<file path="config.mk">
export PLATFORM = sky130hd
export DESIGN_NAME = triangle_scanline_span
export DESIGN_NICKNAME = d
export VERILOG_FILES = /design/src/hw/rtl/tss_pkg.sv /design/src/hw/rtl/tss_setup.sv /design/src/hw/rtl/tss_mul.sv /design/src/hw/rtl/tss_div.sv /design/src/hw/rtl/tss_finish.sv /design/src/hw/rtl/triangle_scanline_span.sv
export SDC_FILE = /design/constraint.sdc
export NUM_CORES = 2
export LEC_CHECK = 0
export BUFFER_PORTS_ARGS = -buffer_cell sky130_fd_sc_hd__buf_2
export CAP_MARGIN = 20
export CORE_ASPECT_RATIO = 2
export CORE_MARGIN = 2
export CORE_UTILIZATION = 50
export CTS_CLUSTER_DIAMETER = 80
export CTS_CLUSTER_SIZE = 40
export DETAILED_ROUTE_END_ITERATION = 16
export PLACE_DENSITY = 0.66
export SYNTH_ARGS = -nofsm -noshare
export SYNTH_HDL_FRONTEND = slang
export SYNTH_SLANG_ARGS = --single-unit
export TNS_END_PERCENT = 10
</file>
<file path="constraint.sdc">
create_clock -name clock -period 60.5 [get_ports clock]
set_clock_uncertainty 0.15 [all_clocks]
set_input_delay 0 -clock clock [delete_from_list [all_inputs] [get_ports clock]]
set_output_delay 0 -clock clock [all_outputs]
set_load 0.005 [all_outputs]
</file>
<file path="src/hw/rtl/tss_pkg.sv">
// Shared types and constants for the triangle scanline span pipeline.
`timescale 1ns / 1ps
`default_nettype none
package tss_pkg;

   // Image side in pixels; rows and span ends are limited to it.
   localparam int ImageSize = 4096;
   localparam int CoordW    = 12;
   // Number of quotient bits, one per divider stage.
   localparam int DivSteps  = CoordW;

   typedef logic [CoordW-1:0] coord_type;

   // Operands of one interpolation before the multiply.
   typedef struct packed {
      coord_type mag;   // magnitude of the edge delta in x
      coord_type num;   // rows into the edge
      coord_type den;   // edge height
   } lane_type;

   // Partial state of one long division.
   typedef struct packed {
      coord_type den;
      coord_type rem;
      coord_type low;   // dividend bits still to be brought down
      coord_type quo;
   } div_type;

   // Per-item data that rides alongside the dividers.
   typedef struct packed {
      logic      drawn;
      coord_type row_y;
      coord_type base_a;
      coord_type base_b;
      logic      neg_a;
      logic      neg_b;
   } side_type;

endpackage
`default_nettype wire

</file>
<file path="src/hw/rtl/tss_setup.sv">
// First stage: vertex sort, row classification and selection of edge operands.
`timescale 1ns / 1ps
`default_nettype none
module tss_setup (
   input  wire logic              clock,
   input  wire logic              reset,
   input  wire logic              enable,
   input  wire logic              in_valid,
   input  wire tss_pkg::coord_type ax,
   input  wire tss_pkg::coord_type ay,
   input  wire tss_pkg::coord_type bx,
   input  wire tss_pkg::coord_type by_coord,
   input  wire tss_pkg::coord_type cx,
   input  wire tss_pkg::coord_type cy,
   input  wire tss_pkg::coord_type row_offset,
   output logic                   out_valid,
   output tss_pkg::lane_type      lane_a,
   output tss_pkg::lane_type      lane_b,
   output tss_pkg::side_type      side
);
   import tss_pkg::*;

   logic     valid_ff;
   lane_type lane_a_ff, lane_a_in;
   lane_type lane_b_ff, lane_b_in;
   side_type side_ff, side_in;

   coord_type vx0, vy0, vx1, vy1, vx2, vy2;
   coord_type sx0, sy0, sx1, sy1, sx2, sy2;
   coord_type tx0, ty0, tx2, ty2;
   coord_type h, h_up, h_dn;
   logic [CoordW:0]   d_long, d_short;
   logic [CoordW:0]   row_sum;
   logic              lower;

   // Three compare-and-swap steps order the vertices by y.
   always_comb begin
      vx0 = ax; vy0 = ay; vx1 = bx; vy1 = by_coord; vx2 = cx; vy2 = cy;
      if (vy0 > vy1) begin
         sx0 = vx1; sy0 = vy1; sx1 = vx0; sy1 = vy0;
      end else begin
         sx0 = vx0; sy0 = vy0; sx1 = vx1; sy1 = vy1;
      end
      if (sy0 > vy2) begin
         tx0 = vx2; ty0 = vy2; tx2 = sx0; ty2 = sy0;
      end else begin
         tx0 = sx0; ty0 = sy0; tx2 = vx2; ty2 = vy2;
      end
      if (sy1 > ty2) begin
         sx2 = sx1; sy2 = sy1; sx1 = tx2; sy1 = ty2;
      end else begin
         sx2 = tx2; sy2 = ty2;
      end
      sx0 = tx0; sy0 = ty0;
   end

   // Heights, row test and the operands of both edges.
   always_comb begin
      h       = sy2 - sy0;
      h_up    = sy1 - sy0;
      h_dn    = sy2 - sy1;
      row_sum = {1'b0, sy0} + {1'b0, row_offset};
      lower   = (row_offset > h_up) || (h_up == '0);
      d_long  = {1'b0, sx2} - {1'b0, sx0};
      if (lower) begin
         d_short = {1'b0, sx2} - {1'b0, sx1};
      end else begin
         d_short = {1'b0, sx1} - {1'b0, sx0};
      end

      side_in.drawn  = (row_offset < h) && (32'(row_sum) < ImageSize);
      side_in.row_y  = row_sum[CoordW-1:0];
      side_in.base_a = sx0;
      side_in.base_b = lower ? sx1 : sx0;
      side_in.neg_a  = d_long[CoordW];
      side_in.neg_b  = d_short[CoordW];

      lane_a_in.mag = d_long[CoordW] ? CoordW'(-d_long) : d_long[CoordW-1:0];
      lane_a_in.num = row_offset;
      lane_a_in.den = h;
      lane_b_in.mag = d_short[CoordW] ? CoordW'(-d_short) : d_short[CoordW-1:0];
      lane_b_in.num = lower ? (row_offset - h_up) : row_offset;
      lane_b_in.den = lower ? h_dn : h_up;
   end

   // Stage register.
   always_ff @(posedge clock) begin
      if (reset) begin
         valid_ff <= 1'b0;
      end else if (enable) begin
         valid_ff <= in_valid;
      end
      if (enable) begin
         lane_a_ff <= lane_a_in;
         lane_b_ff <= lane_b_in;
         side_ff   <= side_in;
      end
   end

   assign out_valid = valid_ff;
   assign lane_a    = lane_a_ff;
   assign lane_b    = lane_b_ff;
   assign side      = side_ff;

endmodule
`default_nettype wire

</file>
<file path="src/hw/rtl/tss_mul.sv">
// Multiply stage: forms the dividends of both edge interpolations.
`timescale 1ns / 1ps
`default_nettype none
module tss_mul (
   input  wire logic              clock,
   input  wire logic              reset,
   input  wire logic              enable,
   input  wire logic              in_valid,
   input  wire tss_pkg::lane_type lane_a,
   input  wire tss_pkg::lane_type lane_b,
   input  wire tss_pkg::side_type side_i,
   output logic                   out_valid,
   output tss_pkg::div_type       div_a,
   output tss_pkg::div_type       div_b,
   output tss_pkg::side_type      side_o
);
   import tss_pkg::*;

   logic     valid_ff;
   div_type  div_a_ff, div_a_in;
   div_type  div_b_ff, div_b_in;
   side_type side_ff;
   logic [2*CoordW-1:0] prod_a, prod_b;

   // The upper half of each product is already below the divisor, since the
   // quotient fits in one coordinate.
   always_comb begin
      prod_a       = (2*CoordW)'(lane_a.mag) * (2*CoordW)'(lane_a.num);
      prod_b       = (2*CoordW)'(lane_b.mag) * (2*CoordW)'(lane_b.num);
      div_a_in.den = lane_a.den;
      div_a_in.rem = prod_a[2*CoordW-1:CoordW];
      div_a_in.low = prod_a[CoordW-1:0];
      div_a_in.quo = '0;
      div_b_in.den = lane_b.den;
      div_b_in.rem = prod_b[2*CoordW-1:CoordW];
      div_b_in.low = prod_b[CoordW-1:0];
      div_b_in.quo = '0;
   end

   always_ff @(posedge clock) begin
      if (reset) begin
         valid_ff <= 1'b0;
      end else if (enable) begin
         valid_ff <= in_valid;
      end
      if (enable) begin
         div_a_ff <= div_a_in;
         div_b_ff <= div_b_in;
         side_ff  <= side_i;
      end
   end

   assign out_valid = valid_ff;
   assign div_a     = div_a_ff;
   assign div_b     = div_b_ff;
   assign side_o    = side_ff;

endmodule
`default_nettype wire

</file>
<file path="src/hw/rtl/tss_div.sv">
// Pipelined restoring divider for both edges, one quotient bit per stage.
`timescale 1ns / 1ps
`default_nettype none
module tss_div (
   input  wire logic              clock,
   input  wire logic              reset,
   input  wire logic              enable,
   input  wire logic              in_valid,
   input  wire tss_pkg::div_type  div_a_i,
   input  wire tss_pkg::div_type  div_b_i,
   input  wire tss_pkg::side_type side_i,
   output logic                   out_valid,
   output tss_pkg::div_type       div_a_o,
   output tss_pkg::div_type       div_b_o,
   output tss_pkg::side_type      side_o
);
   import tss_pkg::*;

   logic     valid_ff [DivSteps];
   div_type  div_a_ff [DivSteps];
   div_type  div_b_ff [DivSteps];
   side_type side_ff  [DivSteps];

   // One shift-compare-subtract step of long division.
   function automatic div_type div_step(input div_type d);
      logic [CoordW:0] trial;
      logic            ge;
      div_type         r;
      trial = {d.rem, d.low[CoordW-1]};
      ge    = trial >= {1'b0, d.den};
      r.den = d.den;
      r.rem = ge ? CoordW'(trial - {1'b0, d.den}) : trial[CoordW-1:0];
      r.low = {d.low[CoordW-2:0], 1'b0};
      r.quo = {d.quo[CoordW-2:0], ge};
      return r;
   endfunction

   for (genvar s = 0; s < DivSteps; s++) begin : g_step
      // Each stage takes its predecessor's partial result.
      always_ff @(posedge clock) begin
         if (reset) begin
            valid_ff[s] <= 1'b0;
         end else if (enable) begin
            valid_ff[s] <= (s == 0) ? in_valid : valid_ff[(s == 0) ? 0 : s-1];
         end
         if (enable) begin
            if (s == 0) begin
               div_a_ff[s] <= div_step(div_a_i);
               div_b_ff[s] <= div_step(div_b_i);
               side_ff[s]  <= side_i;
            end else begin
               div_a_ff[s] <= div_step(div_a_ff[(s == 0) ? 0 : s-1]);
               div_b_ff[s] <= div_step(div_b_ff[(s == 0) ? 0 : s-1]);
               side_ff[s]  <= side_ff[(s == 0) ? 0 : s-1];
            end
         end
      end
   end

   assign out_valid = valid_ff[DivSteps-1];
   assign div_a_o   = div_a_ff[DivSteps-1];
   assign div_b_o   = div_b_ff[DivSteps-1];
   assign side_o    = side_ff[DivSteps-1];

endmodule
`default_nettype wire

</file>
<file path="src/hw/rtl/tss_finish.sv">
// Final stage: floor correction, end ordering, clipping and the result register.
`timescale 1ns / 1ps
`default_nettype none
module tss_finish (
   input  wire logic              clock,
   input  wire logic              reset,
   input  wire logic              enable,
   input  wire logic              in_valid,
   input  wire tss_pkg::div_type  div_a,
   input  wire tss_pkg::div_type  div_b,
   input  wire tss_pkg::side_type side,
   output logic                   out_valid,
   output logic                   row_inside,
   output tss_pkg::coord_type     row_y,
   output tss_pkg::coord_type     span_left,
   output tss_pkg::coord_type     span_right
);
   import tss_pkg::*;

   localparam int EndW = CoordW + 2;

   logic      valid_ff;
   logic      drawn_ff, drawn_in;
   coord_type row_y_ff, row_y_in;
   coord_type left_ff, left_in;
   coord_type right_ff, right_in;
   logic signed [EndW-1:0] end_a, end_b, lo, hi;

   // A negative delta rounds towards minus infinity: add one when inexact.
   function automatic logic signed [EndW-1:0] edge_end(
      input coord_type base, input logic neg, input div_type d);
      logic [EndW-1:0] mag;
      mag = EndW'(d.quo) + EndW'(d.rem != '0);
      if (neg) begin
         return $signed(EndW'(base)) - $signed(mag);
      end
      return $signed(EndW'(base)) + $signed(EndW'(d.quo));
   endfunction

   function automatic coord_type clip_x(input logic signed [EndW-1:0] v);
      if (v < 0) begin
         return '0;
      end
      if (32'(v) > ImageSize - 1) begin
         return CoordW'(ImageSize - 1);
      end
      return v[CoordW-1:0];
   endfunction

   always_comb begin
      end_a = edge_end(side.base_a, side.neg_a, div_a);
      end_b = edge_end(side.base_b, side.neg_b, div_b);
      lo    = (end_a > end_b) ? end_b : end_a;
      hi    = (end_a > end_b) ? end_a : end_b;
      drawn_in = side.drawn;
      row_y_in = side.drawn ? side.row_y : '0;
      left_in  = side.drawn ? clip_x(lo) : '0;
      right_in = side.drawn ? clip_x(hi) : '0;
   end

   // Result register; it holds while the consumer stalls.
   always_ff @(posedge clock) begin
      if (reset) begin
         valid_ff <= 1'b0;
      end else if (enable) begin
         valid_ff <= in_valid;
      end
      if (enable) begin
         drawn_ff <= drawn_in;
         row_y_ff <= row_y_in;
         left_ff  <= left_in;
         right_ff <= right_in;
      end
   end

   assign out_valid  = valid_ff;
   assign row_inside = drawn_ff;
   assign row_y      = row_y_ff;
   assign span_left  = left_ff;
   assign span_right = right_ff;

endmodule
`default_nettype wire

</file>
<file path="src/hw/rtl/triangle_scanline_span.sv">
// Top level of the triangle scanline span pipeline.
`timescale 1ns / 1ps
`default_nettype none
// One request per cycle gives one span per cycle while the consumer does not
// stall. Each request passes through a sort stage, a multiply stage, twelve
// divider stages (one quotient bit each, both edges in parallel) and a result
// stage. The pipeline moves as one whenever the result register is empty or
// its transfer completes, so a stalled consumer holds every stage in place.
module triangle_scanline_span (
   input  wire logic              clock,
   input  wire logic              reset,
   input  wire logic              req_valid,
   output logic                   req_ready,
   input  wire tss_pkg::coord_type req_ax,
   input  wire tss_pkg::coord_type req_ay,
   input  wire tss_pkg::coord_type req_bx,
   input  wire tss_pkg::coord_type req_by_coord,
   input  wire tss_pkg::coord_type req_cx,
   input  wire tss_pkg::coord_type req_cy,
   input  wire tss_pkg::coord_type req_row_offset,
   output logic                   rsp_valid,
   input  wire logic              rsp_ready,
   output logic                   rsp_row_inside,
   output tss_pkg::coord_type     rsp_row_y,
   output tss_pkg::coord_type     rsp_span_left,
   output tss_pkg::coord_type     rsp_span_right
);
   import tss_pkg::*;

   logic     enable;
   logic     s1_valid, s2_valid, s3_valid;
   lane_type s1_lane_a, s1_lane_b;
   side_type s1_side, s2_side, s3_side;
   div_type  s2_div_a, s2_div_b, s3_div_a, s3_div_b;

   // Advance when the result register is free or being taken.
   assign enable    = !rsp_valid || rsp_ready;
   assign req_ready = enable;

   tss_setup u_setup (
      .clock, .reset, .enable,
      .in_valid(req_valid),
      .ax(req_ax), .ay(req_ay), .bx(req_bx), .by_coord(req_by_coord),
      .cx(req_cx), .cy(req_cy), .row_offset(req_row_offset),
      .out_valid(s1_valid), .lane_a(s1_lane_a), .lane_b(s1_lane_b), .side(s1_side)
   );

   tss_mul u_mul (
      .clock, .reset, .enable,
      .in_valid(s1_valid), .lane_a(s1_lane_a), .lane_b(s1_lane_b), .side_i(s1_side),
      .out_valid(s2_valid), .div_a(s2_div_a), .div_b(s2_div_b), .side_o(s2_side)
   );

   tss_div u_div (
      .clock, .reset, .enable,
      .in_valid(s2_valid), .div_a_i(s2_div_a), .div_b_i(s2_div_b), .side_i(s2_side),
      .out_valid(s3_valid), .div_a_o(s3_div_a), .div_b_o(s3_div_b), .side_o(s3_side)
   );

   tss_finish u_finish (
      .clock, .reset, .enable,
      .in_valid(s3_valid), .div_a(s3_div_a), .div_b(s3_div_b), .side(s3_side),
      .out_valid(rsp_valid), .row_inside(rsp_row_inside), .row_y(rsp_row_y),
      .span_left(rsp_span_left), .span_right(rsp_span_right)
   );

endmodule
`default_nettype wire

</file>
==> results.json <==
{
  "status": "finished, final reports clean",
  "drv_slew": 0,
  "syn_nets": 7514,
  "rr_startpoint": "u_div.div_b_ff[2][170]",
  "antenna_found_initial": 22,
  "grtUsageTotal_pct": 21.3,
  "wl_per_cell_um": 20.2,
  "crit_required_ns": 60.82,
  "synth.distinct_cells": 82,
  "fin_nets": 7696,
  "min_path_type": "primary input to flop",
  "rows": 211,
  "maxCapViolCount": 0,
  "gp_congestion": 1.05,
  "rsz0062_at_grt": "false",
  "synth_edf_count": 1579,
  "cp-end-kind": "flop",
  "root_buffer": "clkbuf_16",
  "numCtsBuffers": 48,
  "vias": 48600,
  "worstReg2RegEnd": "u_finish.span_left[7]",
  "syn_inst": 6580,
  "min_period_over_period_pct": 21.3,
  "finalCriticalPeriod_ns": 12.91,
  "ys_seq_area_share_pct": 57.0,
  "crit_arrival_ns": 13.22,
  "clock-sinks": 1582,
  "hold_violations": 0,
  "ios": 127,
  "setup_viol": 0,
  "clkSlewWorstSetupHoldPaths_ns": 0.14,
  "synth_area_mm2": 0.0833,
  "reg2reg_depth": 24,
  "first_pass_iters": 5,
  "clk_latency_ns": 0.72,
  "synth_area_per_cell_um2": 12.7,
  "cts.path.max_buffers": 3,
  "grt_pass1_wl_mm": 277,
  "synth-seq-cells": 1582,
  "detail-route-antenna-nets": 0,
  "cp_common_cell": "ha_1",
  "dp_slack_ns": 47.27,
  "whs_path_depth": 5,
  "yosys_warnings": 0,
  "cts_tree": "built",
  "drive_above_1_share_pct": 7.78,
  "utilization_pct": 53.8,
  "maxSlewHeadroom_pct": 22.9,
  "drt_iter0_drc": 2318,
  "syn2layout_area_growth_pct": 6.71,
  "holdPathEnd": "u_setup.side[28]",
  "worst_pin_slew_ns": 1.15,
  "path_class": "primary input to flop",
  "io_buffers": 126,
  "drc": 0,
  "initial_core_util_pct": 50.4,
  "ys.flop_type": "edfxtp_1",
  "setup_ws_ns": 47.59,
  "grt_max_degree": 184,
  "setup_tns_ns": 0,
  "die_y_um": 581,
  "die-area_mm2": 0.170,
  "fmax_mhz": 77.5,
  "fp.coreArea_mm2": 0.165,
  "grt_pass1_vias": 51600,
  "wirelength_mm": 180,
  "globalRouteOverflowTotal": 0,
  "dpl.hpwl_mm": 142,
  "cpPeakStageDelay_ns": 0.69,
  "min_from": "req_cy[2]",
  "viasPerCell": 5.44,
  "critPathLaunchType": "primary input",
  "crit_fanout": 74,
  "die_w_um": 293,
  "h-tree-depth": 2,
  "r2r_slack_ns": 53.44,
  "cpMaxStageDelayCell": "buf_4",
  "async_flop_share_pct": 0
}
## cells in the mapped netlist (10+ instances only)
master | count | share of area, %
o21ai_0 | 298 | 1.8
a21boi_0 | 114 | 1.0
edfxtp_1 | 1579 | 57
nor4_1 | 14 | 0.11
o31ai_1 | 32 | 0.29
nor2b_1 | 95 | 0.71
or3_1 | 13 | 0.098
o21bai_1 | 32 | 0.29
buf_1 | 11 | 0.050
and2_1 | 123 | 0.92
o21a_1 | 42 | 0.38
inv_1 | 868 | 3.9
buf_2 | 10 | 0.060
nand2_1 | 463 | 2.1
xnor2_1 | 221 | 2.3
clkbuf_1 | 104 | 0.47
nor2_1 | 483 | 2.2
mux2_2 | 239 | 3.2
a211oi_1 | 53 | 0.48
xor2_1 | 72 | 0.76
o21ai_1 | 20 | 0.12
o22ai_1 | 27 | 0.20
nand4_1 | 89 | 0.67
fa_1 | 235 | 5.7
ha_1 | 611 | 9.2
a21o_1 | 38 | 0.34
nand3_1 | 43 | 0.26
nor4bb_1 | 18 | 0.22
or2_2 | 11 | 0.083
a21oi_1 | 280 | 1.7
nand2b_1 | 60 | 0.45
mux2i_1 | 110 | 1.3
nor3_1 | 28 | 0.17
and3_1 | 15 | 0.11
## sequential cells by signal, indices dropped and copies added, names as in the netlist
register and cells:
u_finish.row_y 12, u_mul.div_b 36, u_div.valid_ff 12, u_finish.row_inside 1, u_mul.div_a 36, u_setup.side 39
u_mul.out_valid 1, u_div.side_ff 468, u_div.div_b_ff 420, u_finish.span_right 12, u_setup.lane_a 36, u_setup.out_valid 1
u_finish.span_left 12, u_div.div_a_ff 420, u_finish.out_valid 1, u_mul.side_o 39, u_setup.lane_b 36
## timing repair
action                                 CTS  global route
hold buffers                            69             0
gates resized for setup                  0             0
endpoints found under the hold margin   90             0
buffers inserted                         0             0
## stage by stage
step	hold slack, ns	cells	instance area [um2]
2_1_floorplan	-0.0809	6580	83300
3_3_place_gp	0.0802	8767	86600
3_5_place_dp	0.0807	8769	86600
4_1_cts	0.00310	8902	88700
5_1_grt	0.0457	8923	88800
6_report	0.0564	8926	88900
## cells by family after synthesis
group / count (synthesis) / share of synthesized area, %
flops: 1582 / 57.0
simple gates: 1469 / 8.20
compound gates: 1036 / 7.67
buf+inv: 997 / 4.53
fa+ha+maj: 848 / 14.9
mux: 354 / 4.62
xor+xnor: 294 / 3.10
## worst max-delay path: cells and delay by family
family | cells | cell delay, ns
buf+inv | 7 | 3.09
compound gates | 16 | 4.49
fa+ha+maj | 6 | 1.89
simple gates | 10 | 1.71
mux | 4 | 1.50
xor+xnor | 2 | 0.39
## per-layer routing
metal / global-route usage, % / part of all wire, %
met1: 17.4 / 30
met2: 44.7 / 59
met3: 1.71 / 2.1
met4: 16.2 / 9.0
met5: 0 / 0.011
## final cells by class
| cell class | count | area (um2) |
|---|---|---|
| Antenna cell | 20 | 50.0 |
| Clock buffer | 54 | 1270 |
| Clock inverter | 10 | 173 |
| Fill cell | 13900 | 76400 |
| Inverter | 868 | 3270 |
| Multi-Input combinational cell | 4001 | 32100 |
| Sequential cell | 1582 | 47500 |
| Tap cell | 2130 | 2670 |
| Timing Repair Buffer | 261 | 1890 |
## worst max-delay path by stage
| stage | cells past startpoint | start | endpoint |
|---|---|---|---|
| after floorplan | 2 | u_finish.out_valid | u_div.div_a_ff[0][0] |
| after global placement | 45 | req_by_coord[11] | u_setup.lane_b[32] |
| after detailed placement | 45 | req_by_coord[11] | u_setup.lane_b[32] |
| after CTS | 45 | req_ay[8] | u_setup.lane_b[32] |
| after global routing | 45 | req_ay[8] | u_setup.lane_b[32] |
| final | 45 | req_ay[8] | u_setup.lane_b[32] |
## cells in the final DEF, fill, tap and decap left out, drive strengths merged, types with 11 or more instances in the layout
cell,Yosys,routed
o21ai,318,318
a21oi,281,281
fa,235,235
nor2,484,484
and2,125,125
inv,868,872
diode,0,20
or2,11,11
a21boi,122,122
buf,25,192
o22ai,27,27
dlygate4sd3,0,69
nor4,14,14
nand2b,60,60
nor2b,95,95
o21a,42,42
xor2,72,72
nand2,463,463
mux2i,110,110
and3,15,15
nor4bb,18,18
nand3,43,43
or3,13,13
a21o,38,38
xnor2,222,222
ha,611,611
clkbuf,104,54
nor3,28,28
edfxtp,1579,1579
nand4,89,89
o31ai,32,32
mux2,244,244
o21bai,32,32
a211oi,53,53
Power is not shown: default switching activity piles up to over one toggle a cycle in this logic, so the estimate is an artifact.
